<file path="src/rtl/core/ajd_pkg.sv">
// Shared types and constants for the analog joystick direction decoder.
`timescale 1ns / 1ps

package ajd_pkg;

	localparam int PCT_FULL = 100;

	typedef enum logic [2:0] {
		REG_X_CENTER      = 3'd0,
		REG_X_LEFT_LIMIT  = 3'd1,
		REG_X_RIGHT_LIMIT = 3'd2,
		REG_Y_CENTER      = 3'd3,
		REG_Y_UPPER_LIMIT = 3'd4,
		REG_Y_LOWER_LIMIT = 3'd5,
		REG_THRESHOLD     = 3'd6,
		REG_ENABLED       = 3'd7
	} reg_idx_t;

	typedef enum logic [1:0] {
		EV_NONE    = 2'd0,
		EV_PRESS   = 2'd1,
		EV_HOLD    = 2'd2,
		EV_RELEASE = 2'd3
	} btn_ev_t;

	typedef enum logic [1:0] {
		S_IDLE,
		S_RUN,
		S_DONE
	} state_t;

	typedef struct packed {
		logic load;
		logic step;
		logic last;
	} ctrl_t;

endpackage

</file>
<file path="src/rtl/core/ajd_if.sv">
// Item channel interfaces for joystick readings and decoded results.
`timescale 1ns / 1ps

interface ajd_in_if #(
	parameter int SAMPLE_BITS = 16
);
	logic                          valid;
	logic                          ready;
	logic signed [SAMPLE_BITS-1:0] x_sample;
	logic signed [SAMPLE_BITS-1:0] y_sample;
	logic                          button_one;
	logic                          button_two;
	logic                          read_ok;

	modport source (
		output valid, x_sample, y_sample, button_one, button_two, read_ok,
		input  ready
	);
	modport sink (
		input  valid, x_sample, y_sample, button_one, button_two, read_ok,
		output ready
	);
endinterface

interface ajd_out_if;
	logic       valid;
	logic       ready;
	logic [5:0] action_mask;
	logic [1:0] button_event;
	logic       device_available;

	modport source (
		output valid, action_mask, button_event, device_available,
		input  ready
	);
	modport sink (
		input  valid, action_mask, button_event, device_available,
		output ready
	);
endinterface

</file>
<file path="src/rtl/core/ajd_bit_sub.sv">
// Bit-serial subtractor, LSB first, one difference bit per step.
`timescale 1ns / 1ps

module ajd_bit_sub
	import ajd_pkg::*;
(
	input  logic  clk,
	input  logic  arst_n,
	input  ctrl_t ctrl,
	input  logic  a_bit,
	input  logic  b_bit,
	output logic  d_bit
);

	logic borrow_q;

	assign d_bit = a_bit ^ b_bit ^ borrow_q;

	always_ff @(posedge clk or negedge arst_n) begin
		if (!arst_n) begin
			borrow_q <= 1'b0;
		end else if (ctrl.load) begin
			borrow_q <= 1'b0;
		end else if (ctrl.step) begin
			borrow_q <= (~a_bit & b_bit) | (~(a_bit ^ b_bit) & borrow_q);
		end
	end

endmodule

</file>
<file path="src/rtl/core/ajd_dir_cmp.sv">
// Bit-serial threshold compare of one direction: sign of pos*100 - k*range.
`timescale 1ns / 1ps

module ajd_dir_cmp
	import ajd_pkg::*;
(
	input  logic       clk,
	input  logic       arst_n,
	input  ctrl_t      ctrl,
	input  logic       da_bit,
	input  logic       dl_bit,
	input  logic [7:0] k,
	output logic       hit
);

	logic signed [9:0] term;
	logic signed [9:0] sum;
	logic signed [8:0] carry_q;
	logic              ez_q;
	logic              nz_q;
	logic              hit_q;
	logic              e_le0;
	logic              e_ge0;
	logic              hit_d;

	always_comb begin
		term = '0;
		if (da_bit) begin
			term = term + 10'(PCT_FULL);
		end
		if (dl_bit) begin
			term = term - signed'({2'b00, k});
		end
		if (ctrl.last) begin
			term = -term;
		end
		sum   = {carry_q[8], carry_q} + term;
		e_ge0 = ~sum[9];
		e_le0 = sum[9] | ((sum == '0) & ez_q);
		hit_d = (nz_q | dl_bit) & (dl_bit ? e_le0 : e_ge0);
	end

	always_ff @(posedge clk or negedge arst_n) begin
		if (!arst_n) begin
			carry_q <= '0;
			ez_q    <= 1'b1;
			nz_q    <= 1'b0;
			hit_q   <= 1'b0;
		end else if (ctrl.load) begin
			carry_q <= '0;
			ez_q    <= 1'b1;
			nz_q    <= 1'b0;
		end else if (ctrl.step) begin
			carry_q <= sum[9:1];
			ez_q    <= ez_q & ~sum[0];
			nz_q    <= nz_q | dl_bit;
			if (ctrl.last) begin
				hit_q <= hit_d;
			end
		end
	end

	assign hit = hit_q;

endmodule

</file>
<file path="src/rtl/core/analog_joystick_direction_decoder_core.sv">
// Top level of the analog joystick direction decoder.
`timescale 1ns / 1ps
// Usage: one reading enters per item on in_ch (valid/ready); one result per
// reading leaves on out_ch (valid/ready). Calibration must be written through
// cfg_we/cfg_index/cfg_data while no item is in flight; the block itself does not enforce this.
// Each reading is decoded bit-serially: all operands shift out LSB first,
// six serial subtractors form the offsets of the readings and limits from
// centre and four serial compare units weigh them against the threshold,
// one bit per cycle.
// A new item is taken only in the idle state, once the previous result has
// moved into the output register.
// A finished result sits in an output register, so the next item is taken
// while it waits; if the receiver stalls longer, the finished item holds
// until the register frees.
// Reset loads the calibration defaults, clears the button history and
// marks the device available; no item or result is pending.
module analog_joystick_direction_decoder_core
	import ajd_pkg::*;
#(
	parameter int SAMPLE_BITS = 16
) (
	input  logic                   clk,
	input  logic                   arst_n,
	ajd_in_if.sink                 in_ch,
	ajd_out_if.source              out_ch,
	input  logic                   cfg_we,
	input  logic [2:0]             cfg_index,
	input  logic [SAMPLE_BITS-1:0] cfg_data
);

	localparam int CW = $clog2(SAMPLE_BITS + 1);
	localparam logic signed [SAMPLE_BITS-1:0] LIM_MAX = {1'b0, {(SAMPLE_BITS-1){1'b1}}};
	localparam logic signed [SAMPLE_BITS-1:0] LIM_MIN = -LIM_MAX;

	logic signed [SAMPLE_BITS-1:0] x_center_q, x_left_q, x_right_q;
	logic signed [SAMPLE_BITS-1:0] y_center_q, y_upper_q, y_lower_q;
	logic [6:0]                    thr_q;
	logic                          enabled_q;

	logic signed [SAMPLE_BITS-1:0] sh_xs_q, sh_ys_q, sh_xc_q, sh_yc_q;
	logic signed [SAMPLE_BITS-1:0] sh_xl_q, sh_xr_q, sh_yu_q, sh_yd_q;
	logic                          b1_q, b2_q, rok_q;

	state_t        state_q, state_d;
	logic [CW-1:0] cnt_q;
	ctrl_t         ctrl;
	logic          in_acc;
	logic          done_fire;
	logic          last_held_q;
	logic          unavail_q;

	logic       out_valid_q;
	logic [5:0] out_mask_q;
	logic [1:0] out_ev_q;
	logic       out_avail_q;

	logic       da_x, da_y, dl_l, dl_r, dl_u, dl_d;
	logic       hit_l, hit_r, hit_u, hit_d;
	logic [7:0] k;

	logic       active;
	logic       unavail_d;
	logic [5:0] mask_d;
	logic       held_d;
	btn_ev_t    ev_d;

	// configuration
	always_ff @(posedge clk or negedge arst_n) begin
		if (!arst_n) begin
			x_center_q <= '0;
			x_left_q   <= LIM_MIN;
			x_right_q  <= LIM_MAX;
			y_center_q <= '0;
			y_upper_q  <= LIM_MIN;
			y_lower_q  <= LIM_MAX;
			thr_q      <= 7'd25;
			enabled_q  <= 1'b1;
		end else if (cfg_we) begin
			case (cfg_index)
				REG_X_CENTER:      x_center_q <= cfg_data;
				REG_X_LEFT_LIMIT:  x_left_q   <= cfg_data;
				REG_X_RIGHT_LIMIT: x_right_q  <= cfg_data;
				REG_Y_CENTER:      y_center_q <= cfg_data;
				REG_Y_UPPER_LIMIT: y_upper_q  <= cfg_data;
				REG_Y_LOWER_LIMIT: y_lower_q  <= cfg_data;
				REG_THRESHOLD:     thr_q      <= cfg_data[6:0];
				REG_ENABLED:       enabled_q  <= cfg_data[0];
				default:           ;
			endcase
		end
	end

	// sequencer
	always_comb begin
		state_d = state_q;
		case (state_q)
			S_IDLE: begin
				if (in_ch.valid) begin
					state_d = S_RUN;
				end
			end
			S_RUN: begin
				if (cnt_q == CW'(SAMPLE_BITS)) begin
					state_d = S_DONE;
				end
			end
			S_DONE: begin
				if (!out_valid_q || out_ch.ready) begin
					state_d = S_IDLE;
				end
			end
			default: state_d = S_IDLE;
		endcase
	end

	always_comb begin
		in_ch.ready = 1'b0;
		ctrl        = '0;
		done_fire   = 1'b0;
		case (state_q)
			S_IDLE: begin
				in_ch.ready = 1'b1;
				ctrl.load   = in_ch.valid;
			end
			S_RUN: begin
				ctrl.step = 1'b1;
				ctrl.last = (cnt_q == CW'(SAMPLE_BITS));
			end
			S_DONE: begin
				done_fire = !out_valid_q || out_ch.ready;
			end
			default: ;
		endcase
	end

	assign in_acc = ctrl.load;

	always_ff @(posedge clk or negedge arst_n) begin
		if (!arst_n) begin
			state_q <= S_IDLE;
			cnt_q   <= '0;
		end else begin
			state_q <= state_d;
			if (in_acc) begin
				cnt_q <= '0;
			end else if (ctrl.step) begin
				cnt_q <= cnt_q + 1'b1;
			end
		end
	end

	// operand shift registers, arithmetic shift keeps the sign bit for the extension step
	always_ff @(posedge clk) begin
		if (in_acc) begin
			sh_xs_q <= in_ch.x_sample;
			sh_ys_q <= in_ch.y_sample;
			sh_xc_q <= x_center_q;
			sh_yc_q <= y_center_q;
			sh_xl_q <= x_left_q;
			sh_xr_q <= x_right_q;
			sh_yu_q <= y_upper_q;
			sh_yd_q <= y_lower_q;
			b1_q    <= in_ch.button_one;
			b2_q    <= in_ch.button_two;
			rok_q   <= in_ch.read_ok;
		end else if (ctrl.step) begin
			sh_xs_q <= sh_xs_q >>> 1;
			sh_ys_q <= sh_ys_q >>> 1;
			sh_xc_q <= sh_xc_q >>> 1;
			sh_yc_q <= sh_yc_q >>> 1;
			sh_xl_q <= sh_xl_q >>> 1;
			sh_xr_q <= sh_xr_q >>> 1;
			sh_yu_q <= sh_yu_q >>> 1;
			sh_yd_q <= sh_yd_q >>> 1;
		end
	end

	ajd_bit_sub u_sub_xa (.clk, .arst_n, .ctrl, .a_bit(sh_xs_q[0]), .b_bit(sh_xc_q[0]), .d_bit(da_x));
	ajd_bit_sub u_sub_ya (.clk, .arst_n, .ctrl, .a_bit(sh_ys_q[0]), .b_bit(sh_yc_q[0]), .d_bit(da_y));
	ajd_bit_sub u_sub_l  (.clk, .arst_n, .ctrl, .a_bit(sh_xl_q[0]), .b_bit(sh_xc_q[0]), .d_bit(dl_l));
	ajd_bit_sub u_sub_r  (.clk, .arst_n, .ctrl, .a_bit(sh_xr_q[0]), .b_bit(sh_xc_q[0]), .d_bit(dl_r));
	ajd_bit_sub u_sub_u  (.clk, .arst_n, .ctrl, .a_bit(sh_yu_q[0]), .b_bit(sh_yc_q[0]), .d_bit(dl_u));
	ajd_bit_sub u_sub_d  (.clk, .arst_n, .ctrl, .a_bit(sh_yd_q[0]), .b_bit(sh_yc_q[0]), .d_bit(dl_d));

	assign k = {1'b0, thr_q} + 8'd1;

	ajd_dir_cmp u_cmp_l (.clk, .arst_n, .ctrl, .da_bit(da_x), .dl_bit(dl_l), .k, .hit(hit_l));
	ajd_dir_cmp u_cmp_r (.clk, .arst_n, .ctrl, .da_bit(da_x), .dl_bit(dl_r), .k, .hit(hit_r));
	ajd_dir_cmp u_cmp_u (.clk, .arst_n, .ctrl, .da_bit(da_y), .dl_bit(dl_u), .k, .hit(hit_u));
	ajd_dir_cmp u_cmp_d (.clk, .arst_n, .ctrl, .da_bit(da_y), .dl_bit(dl_d), .k, .hit(hit_d));

	// result assembly
	always_comb begin
		logic dir_ok;
		dir_ok    = (thr_q < 7'(PCT_FULL));
		active    = enabled_q && !unavail_q && rok_q;
		unavail_d = unavail_q || (enabled_q && !rok_q);
		mask_d    = '0;
		if (active) begin
			mask_d[0] = dir_ok && hit_l;
			mask_d[1] = dir_ok && hit_r && !hit_l;
			mask_d[2] = dir_ok && hit_u;
			mask_d[3] = dir_ok && hit_d && !hit_u;
			mask_d[4] = b1_q;
			mask_d[5] = b2_q;
		end
		held_d = |mask_d[5:4];
		if (held_d) begin
			ev_d = last_held_q ? EV_HOLD : EV_PRESS;
		end else begin
			ev_d = last_held_q ? EV_RELEASE : EV_NONE;
		end
	end

	always_ff @(posedge clk or negedge arst_n) begin
		if (!arst_n) begin
			last_held_q <= 1'b0;
			unavail_q   <= 1'b0;
			out_valid_q <= 1'b0;
		end else if (done_fire) begin
			last_held_q <= held_d;
			unavail_q   <= unavail_d;
			out_valid_q <= 1'b1;
		end else if (out_ch.ready) begin
			out_valid_q <= 1'b0;
		end
	end

	always_ff @(posedge clk) begin
		if (done_fire) begin
			out_mask_q  <= mask_d;
			out_ev_q    <= ev_d;
			out_avail_q <= !unavail_d;
		end
	end

	assign out_ch.valid            = out_valid_q;
	assign out_ch.action_mask      = out_mask_q;
	assign out_ch.button_event     = out_ev_q;
	assign out_ch.device_available = out_avail_q;

	a_unavail_sticky: assert property (@(posedge clk) disable iff (!arst_n)
		unavail_q |=> unavail_q)
		else $error("unavailable flag cleared");

	a_unavail_quiet: assert property (@(posedge clk) disable iff (!arst_n)
		out_valid_q && !out_avail_q |-> out_mask_q == 6'd0)
		else $error("action reported while device unavailable");

	a_dir_priority: assert property (@(posedge clk) disable iff (!arst_n)
		out_valid_q |-> !(out_mask_q[0] && out_mask_q[1]) && !(out_mask_q[2] && out_mask_q[3]))
		else $error("opposite directions reported together");

	a_event_held: assert property (@(posedge clk) disable iff (!arst_n)
		out_valid_q && (out_ev_q == EV_PRESS || out_ev_q == EV_HOLD) |-> out_mask_q[5:4] != 2'b00)
		else $error("press event without a held button");

	a_cnt_range: assert property (@(posedge clk) disable iff (!arst_n)
		state_q == S_RUN |-> cnt_q <= CW'(SAMPLE_BITS))
		else $error("bit counter overran");

endmodule
</file>
<file path="src/flat_wrapper.sv">
// flat-port wrapper written by rule: the top's interface ports become plain ports
module analog_joystick_direction_decoder_core_flat import ajd_pkg::*;
#(
	parameter int SAMPLE_BITS = 16
)
  (clk, arst_n, cfg_we, cfg_index, cfg_data, in_ch_valid, in_ch_x_sample, in_ch_y_sample, in_ch_button_one, in_ch_button_two, in_ch_read_ok, in_ch_ready, out_ch_valid, out_ch_action_mask, out_ch_button_event, out_ch_device_available, out_ch_ready);
  ajd_in_if #(.SAMPLE_BITS(SAMPLE_BITS)) in_ch_i ();
  ajd_out_if out_ch_i ();
  input  logic clk;
  input  logic arst_n;
  input  logic cfg_we;
  input  logic [2:0] cfg_index;
  input  logic [SAMPLE_BITS-1:0] cfg_data;
  input wire logic [$bits(in_ch_i.valid)-1:0] in_ch_valid;
  input wire logic [$bits(in_ch_i.x_sample)-1:0] in_ch_x_sample;
  input wire logic [$bits(in_ch_i.y_sample)-1:0] in_ch_y_sample;
  input wire logic [$bits(in_ch_i.button_one)-1:0] in_ch_button_one;
  input wire logic [$bits(in_ch_i.button_two)-1:0] in_ch_button_two;
  input wire logic [$bits(in_ch_i.read_ok)-1:0] in_ch_read_ok;
  output wire logic [$bits(in_ch_i.ready)-1:0] in_ch_ready;
  output wire logic [$bits(out_ch_i.valid)-1:0] out_ch_valid;
  output wire logic [$bits(out_ch_i.action_mask)-1:0] out_ch_action_mask;
  output wire logic [$bits(out_ch_i.button_event)-1:0] out_ch_button_event;
  output wire logic [$bits(out_ch_i.device_available)-1:0] out_ch_device_available;
  input wire logic [$bits(out_ch_i.ready)-1:0] out_ch_ready;
  assign in_ch_i.valid = in_ch_valid;
  assign in_ch_i.x_sample = in_ch_x_sample;
  assign in_ch_i.y_sample = in_ch_y_sample;
  assign in_ch_i.button_one = in_ch_button_one;
  assign in_ch_i.button_two = in_ch_button_two;
  assign in_ch_i.read_ok = in_ch_read_ok;
  assign in_ch_ready = in_ch_i.ready;
  assign out_ch_valid = out_ch_i.valid;
  assign out_ch_action_mask = out_ch_i.action_mask;
  assign out_ch_button_event = out_ch_i.button_event;
  assign out_ch_device_available = out_ch_i.device_available;
  assign out_ch_i.ready = out_ch_ready;
  analog_joystick_direction_decoder_core #(.SAMPLE_BITS(SAMPLE_BITS)) u_core (.clk(clk), .arst_n(arst_n), .in_ch(in_ch_i), .out_ch(out_ch_i), .cfg_we(cfg_we), .cfg_index(cfg_index), .cfg_data(cfg_data));
endmodule
</file>
<file path="config.mk">
export PLATFORM = sky130hd
export DESIGN_NAME = analog_joystick_direction_decoder_core_flat
export DESIGN_NICKNAME = d
export VERILOG_FILES = /design/src/rtl/core/ajd_pkg.sv /design/src/rtl/core/ajd_if.sv /design/src/rtl/core/ajd_bit_sub.sv /design/src/rtl/core/ajd_dir_cmp.sv /design/src/rtl/core/analog_joystick_direction_decoder_core.sv /design/src/flat_wrapper.sv
export SDC_FILE = /design/constraint.sdc
export NUM_CORES = 1
export LEC_CHECK = 0
export BUFFER_PORTS_ARGS = -buffer_cell sky130_fd_sc_hd__buf_2
export CORE_MARGIN = 5
export CORE_UTILIZATION = 55
export DETAILED_ROUTE_END_ITERATION = 16
export PLACE_DENSITY = 0.74
export SKIP_CTS_REPAIR_TIMING = 1
export SLEW_MARGIN = 20
export SYNTH_ARGS = -nofsm -noshare
export SYNTH_HDL_FRONTEND = slang
export SYNTH_HIERARCHICAL = 1
export SYNTH_SLANG_ARGS = --single-unit
</file>
<file path="constraint.sdc">
create_clock -name clk -period 5.4 [get_ports clk]
set_input_delay 0.81 -clock clk [delete_from_list [all_inputs] [get_ports clk]]
set_output_delay 0.81 -clock clk [all_outputs]
set_load 0.03 [all_outputs]
</file>
; ---- After elaboration in Yosys (flattened, before gate mapping)
; Index checks and enable logic that the tools add are counted.
[word_totals]
in_bits = 59
output_inout_bits = 11
ff_bits = 308
[classes]
bitwise = 71
addsub = 12
reduce_logical = 36
eq_ne = 13
n_mux = 82
order_cmp = 1
[op_table]
columns = op, count
row1 = $mux 16, 8
row2 = $mux 15, 8
row3 = $mux 10, 8
row4 = $mux 9, 8
row5 = $add 10x10->10, 4
row6 = $logic_not 10->1, 4
row7 = $neg 10->10, 4
row8 = $mux 1, 37
row9 = $and 1x1->1, 24
row10 = $not 1->1, 21
row11 = $sub 7x8->9, 2
row12 = $reduce_and 2->1, 8
row13 = $mux 2, 7
row14 = $mux 7, 2
row15 = $or 1x1->1, 14
row16 = $eq 3x3->1 const B, 4
row17 = $xor 1x1->1, 12
row18 = $mux 5, 2
row19 = $logic_and 1x1->1, 9
row20 = $add 7x1->8 const B, 1
row21 = $lt 7x7->1 const B, 1
row22 = $eq 3x2->1 const B, 2
row23 = $logic_not 1->1, 6
row24 = $mux 6, 1
row25 = 14 further kinds, 18

; ---- Longest topological paths before layout
; Gate-level depths: netlist (run 1).
[logic_depth]
depth_word = 13
mapped_depth = 20
depth_no_buf = 20

; ---- By module
; The synthesis (run 1) kept the hierarchy.
[modules_own_cells]
columns = module, area_each_um2, cells_per_inst, seq_area_each_um2, n_inst
row1 = analog_joystick_direction_decoder_core, 10405.0, 582, 7104.3, 1
row2 = ajd_dir_cmp at u_core.u_cmp_d ..., 1557.7, 189, 301.5, 3
row3 = ajd_dir_cmp at u_core.u_cmp_l, 1541.5, 189, 301.5, 1
row4 = ajd_bit_sub, 73.8, 7, 25.0, 6

; ---- Worst setup path after synthesis (run 1)
; No wires, ideal clock.
[synth_path]
path_type = input port to flip-flop
startpoint = input in_ch_valid
endpoint = register u_core.sh_xc_q[0] (enable)
setup_ns = 0.483
setup_slack_ns = 0.822
path_stages = 5
arrival_ns = 4.095
required_ns = 4.917
cell_sequence = or3b_1 > buf_6 > buf_6 > buf_6 > nand2_1
[synth_between]
elab_chain_cells = 2
[synth_lines]
columns = element, line_no
row1 = start: declaration, flat_wrapper.sv:14  ; input wire logic [$bits(in_ch_i.valid)-1:0] in_ch_valid;
row2 = $mux 1, analog_joystick_direction_decoder_core.sv:120  ; case (state_q)
row3 = $reduce_bool 2->1 (no source line), n/a
row4 = end signal: assignment, analog_joystick_direction_decoder_core.sv:157  ; sh_xc_q <= x_center_q;
row5 = end signal: assignment, analog_joystick_direction_decoder_core.sv:169  ; sh_xc_q <= sh_xc_q >>> 1;
row6 = end: declaration, analog_joystick_direction_decoder_core.sv:40  ; logic signed [SAMPLE_BITS-1:0] sh_xs_q, sh_ys_q, sh_xc_q, sh_yc_q;
; No other way between the ends.
; A chain may end at the register's enable or synchronous reset.

; ---- Final worst setup path (run 1)
[layout_path]
startpoint = register u_core.sh_ys_q[0]
endpoint = register u_core.u_cmp_d.hit_q (netlist: u_core/u_cmp_d/hit)
[layout_between]
elab_chain_cells = 13
[layout_lines]
columns = element, line_no
row1 = start: declaration, analog_joystick_direction_decoder_core.sv:40
row2 = start signal: assignment, analog_joystick_direction_decoder_core.sv:156  ; sh_ys_q <= in_ch.y_sample;
row3 = start signal: assignment, analog_joystick_direction_decoder_core.sv:168  ; sh_ys_q <= sh_ys_q >>> 1;
row4 = $xor 1x1->1 (*) (2 in a row), ajd_bit_sub.sv:17  ; assign d_bit = a_bit ^ b_bit ^ borrow_q;
row5 = named net u_core.da_y, analog_joystick_direction_decoder_core.sv:57  ; logic da_x, da_y, dl_l, dl_r, dl_u, dl_d;
row6 = $mux 7 (*), ajd_dir_cmp.sv:28  ; if (da_bit) begin
row7 = $sub 7x8->9, ajd_dir_cmp.sv:32  ; term = term - signed'({2'b00, k});
row8 = $mux 10 (*), ajd_dir_cmp.sv:31  ; if (dl_bit) begin
row9 = $neg 10->10, ajd_dir_cmp.sv:35  ; term = -term;
row10 = $mux 10 (*), ajd_dir_cmp.sv:34  ; if (ctrl.last) begin
row11 = $add 10x10->10 (*), ajd_dir_cmp.sv:37  ; sum = {carry_q[8], carry_q} + term;
row12 = $logic_not 10->1, ajd_dir_cmp.sv:39  ; e_le0 = sum[9] | ((sum == '0) & ez_q);
row13 = $and 1x1->1, ajd_dir_cmp.sv:39
row14 = $or 1x1->1, ajd_dir_cmp.sv:39
row15 = $mux 1 (*), ajd_dir_cmp.sv:40  ; hit_d = (nz_q | dl_bit) & (dl_bit ? e_le0 : e_ge0);
row16 = $and 1x1->1 (*), ajd_dir_cmp.sv:40
row17 = end signal: assignment, ajd_dir_cmp.sv:58  ; hit_q <= hit_d;
row18 = end: declaration, ajd_dir_cmp.sv:21  ; logic hit_q;
; The timed path passes the listed nets; every way through them passes the cells marked *.

==> results.yml, run 1 <==
run_status:
  status: "finished, final reports clean"
cts:
  clock-sinks: 308
  cts_tree: "built"
  cts_max_level: 2
  clock_tree.root_cell: "clkbuf_16"
  clock_latency_ns: 0.54
  numCtsBuffers: 34
  clk_path_buf_depth: 3
  path_clk_slew_ns: 0.06
layout:
  finalNetCount: 1585
  multi_input_area_um2: 8003
  area_growth_pct: 10.67
  fill_cells: 2404
  layout-drive-gt1-share_pct: 31.74
  design_area_um2: 18880
  insertedDiodeCount: 0
  seqCellArea_um2: 8461
setup_path:
  reg2reg_from: "u_core/sh_ys_q[0]"
  crit_type: "register to register"
  cp.arrival_ns: 5.09
  crit_fanout: 12
  startpoint: "u_core/sh_ys_q[0]"
  start_kind: "register"
  cp-endpoint: "u_core/u_cmp_d/hit"
  reg2regPathDepth: 12
  required_ns: 5.85
  critPathCaptureType: "register"
  ff2ff_setup_slack_ns: 0.76
  r2r_end: "u_core/u_cmp_d/hit"
drt:
  drc: 0
  drt_iter0_markers: 513
  num_vias: 10710
  route.final.wire_length_um: 33590
  first_pass_iters: 5
  viasPerCell: 5.706
  ant_nets: 0
  post_drt_wl_per_cell_um: 17.89
timing:
  slew_violations: 0
  fin_crit_sh_pct: 85.89
  fmax_mhz: 215.6
  max_slew_margin_pct: 28.79
  clock_skew_ns: 0.02435
  rsz0062_at_grt: "false"
  finalHoldViolations: 0
  max_slew.worst_pin.slew_ns: 1.062
  min_period_ns: 4.638
  setup_viol: 0
  finalSetupTns_ns: 0
synth:
  synth.cell_area_um2: 17060
  synth-compound-area-share_pct: 8.294
  synth_area_per_cell_um2: 12.36
  synth_xor_area_share_pct: 3.798
  ys_types: 69
  synth_top_family_by_area: "multiplexers"
  synth_warnings: 6
  synth_top_flop_cell: "edfxtp_1"
  synth_edf_count: 140
  ys_seq_area_share_pct: 49.59
  synth_fa_ha_area_share_pct: 5.500
  muxShareOfSynthArea_pct: 17.81
  synth-simple-area-share_pct: 11.39
  syn_nets: 1508
  ys_async_sr_fraction_pct: 54.55
  netlist_instances: 1380
  synth-seq-cells: 308
die:
  io_pins: 70
  dieArea_um2: 34650
  start_util_pct: 55.78
  die_w_um: 186.1
  dieHeight_um: 186.1
  num_rows: 64
  fp.coreArea_um2: 30590
placement:
  dp.final_hpwl_um: 22630
  io_buffers: 69
  placed_cell_area_um2: 17780
  gp_congestion: 0.8292
grt:
  grt_pass1_vias: 11070
  grt_max_degree: 91
  track_usage_pct: 19.87
  antenna_found_initial: 0
  grt_pass1_wl_um: 56140
  overflow: 0
hold_path:
  hold_class: "input pin to async pin"
run:
  drv_cap: 0
## cells by family (layout without fill, tap and decap cells)
| group | Yosys count | count (layout) |
|---|---|---|
| buffers and inverters | 131 | 232 |
| and+or+nand+nor | 344 | 344 |
| DFF | 308 | 308 |
| adders and majority gates | 69 | 69 |
| muxes | 267 | 267 |
| xor gates and xnor gates | 74 | 74 |
| AOI/OAI and AO/OA | 187 | 187 |
## critical path, cell delays in order (launching register included)
cell,delay (ns)
edfxtp_1,0.40
fa_1,0.86
ha_1,0.38
nor3b_4,0.20
or3_1,0.37
a41oi_1,0.45
and2b_1,0.25
xnor2_1,0.18
ha_1,0.29
xnor2_1,0.16
or4_1,0.51
or4_1,0.43
o211ai_2,0.09
## worst min path at each step
stage	startpoint	endpoint	slack (ns)	cells after the start
after global routing	arst_n	u_core/x_left_q[9]	0.42	1
final	arst_n	u_core/x_left_q[9]	0.35	1
after CTS	arst_n	u_core/y_upper_q[9]	0.39	1
after floorplan	u_core/cnt_q[4]	u_core/cnt_q[4]	0.44	1
after detailed placement	u_core/cnt_q[4]	u_core/cnt_q[4]	0.46	1
after global placement	u_core/cnt_q[4]	u_core/cnt_q[4]	0.46	1
## metal layers
metal / track usage, % / share of wire [%] / wire, µm
met3: 3.131 / 3.6 / 1215
met5: 0 / 0 / 0
met1: 26.13 / 45 / 14980
met4: 4.809 / 1.9 / 648
met2: 34.87 / 50 / 16740
## stage by stage
stage | util (%) | setup slack, ns | hold slack, ns | instances
global placement | 58.14 | 0.8428 | 0.4607 | 1817
detailed placement | 58.14 | 0.7586 | 0.4625 | 1817
finish | 61.73 | 0.7621 | 0.3515 | 1877
CTS | 61.73 | 0.7424 | 0.3908 | 1877
global route | 61.73 | 0.3618 | 0.4160 | 1877
floorplan | - | 0.8223 | 0.4373 | 1380
## cells in the mapped netlist, drive strengths merged, types with 5 or more instances
| cell type | count | area (µm²) |
|---|---|---|
| a21o | 12 | 93.84 |
| a21oi | 51 | 319.0 |
| a31o | 5 | 43.80 |
| a31oi | 8 | 50.05 |
| and2 | 11 | 68.82 |
| and3 | 14 | 87.58 |
| buf | 42 | 284.0 |
| clkbuf | 9 | 33.78 |
| dfrtp | 126 | 3153 |
| dfstp | 42 | 1104 |
| edfxtp | 140 | 4204 |
| fa | 10 | 200.2 |
| ha | 59 | 738.2 |
| inv | 80 | 300.3 |
| mux2 | 224 | 2609 |
| mux2i | 43 | 430.4 |
| nand2 | 67 | 251.5 |
| nand2b | 24 | 150.1 |
| nand3 | 12 | 60.06 |
| nand3b | 25 | 187.7 |
| nor2 | 84 | 315.3 |
| nor2b | 22 | 137.6 |
| nor3 | 27 | 165.2 |
| nor3b | 8 | 121.4 |
| o2111a | 8 | 90.09 |
| o2111ai | 12 | 105.1 |
| o211ai | 12 | 110.1 |
| o21ai | 37 | 185.2 |
| o21bai | 5 | 37.54 |
| or3 | 9 | 56.30 |
| or3b | 13 | 113.9 |
| or4 | 8 | 60.06 |
| xnor2 | 44 | 385.4 |
| xor2 | 30 | 262.8 |
## final cells by class
cell class                      count  share of cell area (%)
Sequential cell                   308                   44.81
Multi-Input combinational cell    941                   42.38
Clock buffer                       47                   4.923
Timing Repair Buffer               92                   2.776
Tap cell                          396                   2.624
Inverter                           80                   1.590
Clock inverter                     13                  0.9011
## cell usage in the layout, fill, tap and decap left out, types with 22 or more instances in the layout
cell	instances
dfrtp_1	126
buf_4	23
o21ai_0	29
mux2_2	201
ha_1	59
clkbuf_16	34
dfstp_2	42
a21oi_1	34
nor2_1	84
buf_2	68
xor2_1	30
nand2b_1	24
mux2i_1	43
nand2_1	66
inv_1	78
xnor2_1	43
nand3b_1	25
mux2_4	23
edfxtp_1	140
nor2b_1	22
Power of run 1 is left out: the tool's default activity adds up to more than one toggle a clock period on the data nets, which glitch-free logic cannot reach.
==> run 2, diff against run 1 <==
RECOVER_POWER = 25   (was not set)
SYNTH_HIERARCHICAL = not set   (was 1)
==> results.yml, run 2 <==
synth:
  synth_edf_count: 140
  synth.cell_area_um2: 15690
  synth_most_common_cell: "mux2_2"
  ys_types: 71
  synth_warnings: 0
  synth-seq-cells: 308
  synth_top_cell_area_share_pct: 26.80
  synth_area_per_cell_um2: 12.45
  synth_top_flop_cell: "edfxtp_1"
  syn_nets: 1376
  netlist_instances: 1260
  ys_seq_area_share_pct: 53.93
  yosys-top-cells-count: "224 x mux2_2, 140 x edfxtp_1, 126 x dfrtp_1"
  ys_async_sr_fraction_pct: 54.55
  ys_top_cells_by_area: "edfxtp_1 27%, dfrtp_1 20%, mux2_2 16%"
  synth_top_area_cell: "edfxtp_1"
setup_path:
  crit_path_max_incr_delay_ns: 0.58
  r2r_end: "u_core.u_cmp_r.hit"
  start_kind: "register"
  reg2regPathDepth: 18
  required_ns: 5.76
  crit_type: "register to register"
  cp.arrival_ns: 5.40
  crit_slowest_cell: "fa_1"
  crit_fanout: 5
  reg2reg_from: "u_core.sh_xc_q[0]"
  crit_top_cell: "a21oi_1"
  path_cells: "fa_1, inv_1, ha_1, a21oi_1, or3_1, a21oi_1, xnor2_1, ha_1, and3_1, a2111o_1, a21o_1, a21oi_1, o21bai_1, a21oi_1, xnor2_1, xnor2_1, a2111oi_0, a311oi_1"
  ff2ff_setup_slack_ns: 0.36
  critPathCaptureType: "register"
drt:
  num_vias: 9839
  viasPerCell: 5.691
  route.final.wire_length_um: 31240
  post_drt_wl_per_cell_um: 18.07
  first_pass_iters: 6
  wl_met2_um: 14920
  wl_met1_um: 14300
  highest_layer: "met4"
  met3_length_um: 1266
  drc: 0
  drt_iter0_markers: 598
  ant_nets: 0
timing:
  slew_violations: 74
  clock_skew_ns: 0.01847
  setup_viol: 0
  fmax_mhz: 198.5
  finalSetupTns_ns: 0
  finalHoldViolations: 0
  max_slew.worst_pin.slew_ns: 4.157
  min_period_ns: 5.038
  fin_crit_sh_pct: 93.29
  rsz0062_at_grt: "false"
  max_slew_margin_pct: -177.2
placement:
  io_buffers: 69
  gp_congestion: 0.8746
  dp.final_hpwl_um: 20210
cts:
  numCtsBuffers: 34
  clk_path_buf_depth: 3
  cts_tree: "built"
  clock_latency_ns: 0.52
  clock-sinks: 308
  cts_max_level: 2
  path_clk_slew_ns: 0.06
  clock_tree.root_cell: "clkbuf_16"
grt:
  track_usage_pct: 19.76
  grt_pass1_wl_um: 51200
  grt_pass1_vias: 10040
  overflow: 0
  grt_max_degree: 96
  antenna_found_initial: 0
die:
  start_util_pct: 56.01
  dieArea_um2: 32000
  die_w_um: 178.9
  io_pins: 70
  num_rows: 61
  dieHeight_um: 178.9
  fp.coreArea_um2: 28010
hold_path:
  hold-path-endpoint: "u_core.b1_q"
  hold_start: "in_ch_button_one"
  worstHoldPathCells: 1
  hold_class: "input pin to register"
run_status:
  violations: "max-capacitance violations, max-slew violations"
  status: "finished, violations left"
layout:
  final_cell_mix: "224 x mux2_2, 140 x edfxtp_1, 126 x dfrtp_1"
  layout-drive-gt1-share_pct: 32.12
  insertedDiodeCount: 0
  area_growth_pct: 12.29
  finalNetCount: 1441
  final_common_cell: "mux2_2"
run:
  drv_cap: 1
[run 2: cell count changes after synthesis, sizes merged, moves of 23 or more]
cell,before,now
inv,80,43
buf,42,12
nand3b,25,2
clkbuf,9,51
mux2i,43,3
o22ai,4,28
nand2,67,98
[run 2: cell type report]
class / instances / area [µm²]
Clock inverter: 19 / 241.5
Multi-Input combinational cell: 846 / 6853
Fill cell: 2140 / 10400
Sequential cell: 308 / 8461
Inverter: 43 / 163.9
Clock buffer: 43 / 894.6
Timing Repair Buffer: 92 / 529.3
Tap cell: 378 / 473.0
[run 2: worst max path at each step]
| stage | depth (start not counted) | slack, ns | from | to |
|---|---|---|---|---|
| global route | 19 | 0.03 | u_core.sh_xc_q[0] | u_core.u_cmp_r.hit |
| detailed placement | 17 | 0.25 | u_core.sh_yc_q[0] | u_core.u_cmp_d.hit |
| floorplan | 21 | 0.15 | u_core.sh_xc_q[0] | u_core.u_cmp_r.hit |
| finish | 18 | 0.36 | u_core.sh_xc_q[0] | u_core.u_cmp_r.hit |
| CTS | 17 | 0.22 | u_core.sh_yc_q[0] | u_core.u_cmp_d.hit |
| global placement | 18 | 0.39 | u_core.sh_yc_q[0] | u_core.u_cmp_d.hit |
[run 2: cell families after synthesis]
| family | synth area share, % |
|---|---|
| adder cells (fa/ha/maj) | 5.025 |
| AND/OR/NAND/NOR | 8.367 |
| AO/OA/AOI/OAI | 8.662 |
| flip-flops | 53.93 |
| buffers and inverters | 2.704 |
| multiplexers | 16.44 |
| XOR/XNOR | 4.873 |
[run 2: worst max-delay path, delay by kind of cell (launching register included)]
kind                       cells  cell delay, ns
AOI/OAI and AO/OA              9            2.05
xor gates and xnor gates       3            0.45
adders and majority gates      3            1.29
buffers and inverters          1            0.07
DFF                            1            0.47
and+or+nand+nor                2            0.54
[run 2: metrics by stage]
step | setup slack (ns) | hold WS [ns] | instances | instance area [µm²] | utilization [%]
finish | 0.3623 | 0.4697 | 1729 | 17620 | 62.89
global route | 0.03415 | 0.4585 | 1729 | 17620 | 62.89
floorplan | 0.1453 | 0.4563 | 1260 | 15690 | -
detailed placement | 0.2475 | 0.4805 | 1667 | 16480 | 58.85
global placement | 0.3862 | 0.4770 | 1667 | 16480 | 58.85
CTS | 0.2224 | 0.3242 | 1729 | 17620 | 62.90
[run 2: routing by layer]
layer	vias up	global-route usage, %
met5	-	0
met4	0	5.820
met3	52	3.311
met2	169	32.33
met1	4909	27.35
li1	4709	-
Power of run 2 is left out for the same reason.
==> run 3, diff against run 2 <==
CTS_BUF_LIST = sky130_fd_sc_hd__clkbuf_8   (was not set)
SLEW_MARGIN = 40   (was 20)
==> results.yml, run 3 (synthesized netlist as in run 2, its figures left out) <==
grt:
  grt_pass1_vias: 10170
  grt_pass1_wl_um: 51150
  met2_usage_pct: 32.21
  grt_max_degree: 96
  overflow: 0
  antenna_found_initial: 0
  track_usage_pct: 19.70
  busiest_layer: "met2"
  grt_use_met1_pct: 27.21
  met3_usage_pct: 3.142
die:
  die_w_um: 178.9
  num_rows: 61
  dieArea_um2: 32000
  dieHeight_um: 178.9
  io_pins: 70
  start_util_pct: 56.01
  fp.coreArea_um2: 28010
timing:
  clock_skew_ns: 0.02070
  max_slew_margin_pct: -174.7
  rsz0062_at_grt: "false"
  finalHoldViolations: 0
  hold_ws_ns: 0.4171
  setup_viol: 0
  fin_crit_sh_pct: 93.43
  finalSetupTns_ns: 0
  slew_violations: 74
  max_slew.worst_pin.slew_ns: 4.121
  min_period_ns: 5.045
  fmax_mhz: 198.2
layout:
  final_cells: 1765
  multi_input_area_um2: 6842
  final_common_cell: "mux2_2"
  final_cell_mix: "224 x mux2_2, 140 x edfxtp_1, 126 x dfrtp_1"
  finalNetCount: 1460
  area_growth_pct: 11.82
  layout-drive-gt1-share_pct: 32.95
  fill_cells: 2201
  design_area_um2: 17540
  seqCellArea_um2: 8461
  insertedDiodeCount: 0
setup_path:
  crit_path_max_incr_delay_ns: 0.74
  critPathCaptureType: "register"
  crit_type: "register to register"
  required_ns: 5.90
  path_cells: "fa_2, inv_1, ha_1, a21oi_1, o21ai_1, a211o_1, and3_1, xor2_1, ha_1, or4_1, a31o_1, a21oi_1, xnor2_1, xnor2_1, mux2_1, o211ai_2"
  critPathTopFamily: "compound AO/OA/AOI/OAI gates"
  crit_slowest_cell: "fa_2"
  path_buf_inv: 1
  start_kind: "register"
  crit_fanout: 8
  cp.arrival_ns: 5.55
cts:
  cts_max_level: 2
  clk_path_buf_depth: 3
  clock_tree.root_cell: "clkbuf_8"
  path_clk_slew_ns: 0.06
  numCtsBuffers: 51
  clock-sinks: 308
  cts_tree: "built"
  clock_latency_ns: 0.58
run_status:
  violations: "max-capacitance violations, max-slew violations"
  status: "finished, violations left"
placement:
  gp_congestion: 0.8746
  placed_cell_area_um2: 16500
  io_buffers: 69
  dp_cells: 1669
  dp.final_hpwl_um: 20310
hold_path:
  hold_class: "input pin to register"
drt:
  ant_nets: 0
  drc: 0
  num_vias: 9984
  post_drt_wl_per_cell_um: 17.56
  route.final.wire_length_um: 30990
  viasPerCell: 5.657
  drt_iter0_markers: 626
  first_pass_iters: 5
run:
  drv_cap: 1
-- run 3: changes by cell type in the layout (fill, tap and decap cells not counted), sizes merged --
cell and delta:
bufinv -3, inv +24, buf +2, clkinvlp -1, clkinv -6, clkbuf +20
-- run 3: worst paths after layout --
check | start | endpoint | slack [ns] | cells after the start
min in group asynchronous | arst_n | u_core.u_cmp_u.carry_q[6] | 1.67 | 1
min reg2reg | u_core.last_held_q | u_core.out_ch.button_event[1] | 0.50 | 0
max in group asynchronous | arst_n | u_core.u_cmp_l.carry_q[6] | 1.40 | 1
max reg2reg | u_core.sh_yc_q[0] | u_core.u_cmp_d.hit | 0.35 | 16
min | in_ch_button_two | u_core.b2_q | 0.42 | 1
max | u_core.sh_yc_q[0] | u_core.u_cmp_d.hit | 0.35 | 16
-- run 3: metrics by stage --
stage               worst slack [ns]  utilization, %
finish                        0.3546           62.63
global route                 0.03486           62.63
CTS                           0.2638           62.67
detailed placement            0.2717           58.90
global placement              0.3862           58.85
floorplan                     0.1453               -
-- run 3: cell type report --
cell class                 instances  share of cell area (%)
sequential                       308                   48.23
multi-input combinational        846                   39.00
clock buffer                      63                   4.943
timing repair buffer              94                   3.124
tap                              378                   2.696
clock inverter                    33                   1.070
inverter                          43                  0.9344
-- run 3: per-layer routing --
metal	up-vias	wire, µm
li1	4764	-
met1	4946	14010
met2	212	14870
met3	62	1333
met4	0	777
met5	-	0
Power of run 3 is left out for the same reason.
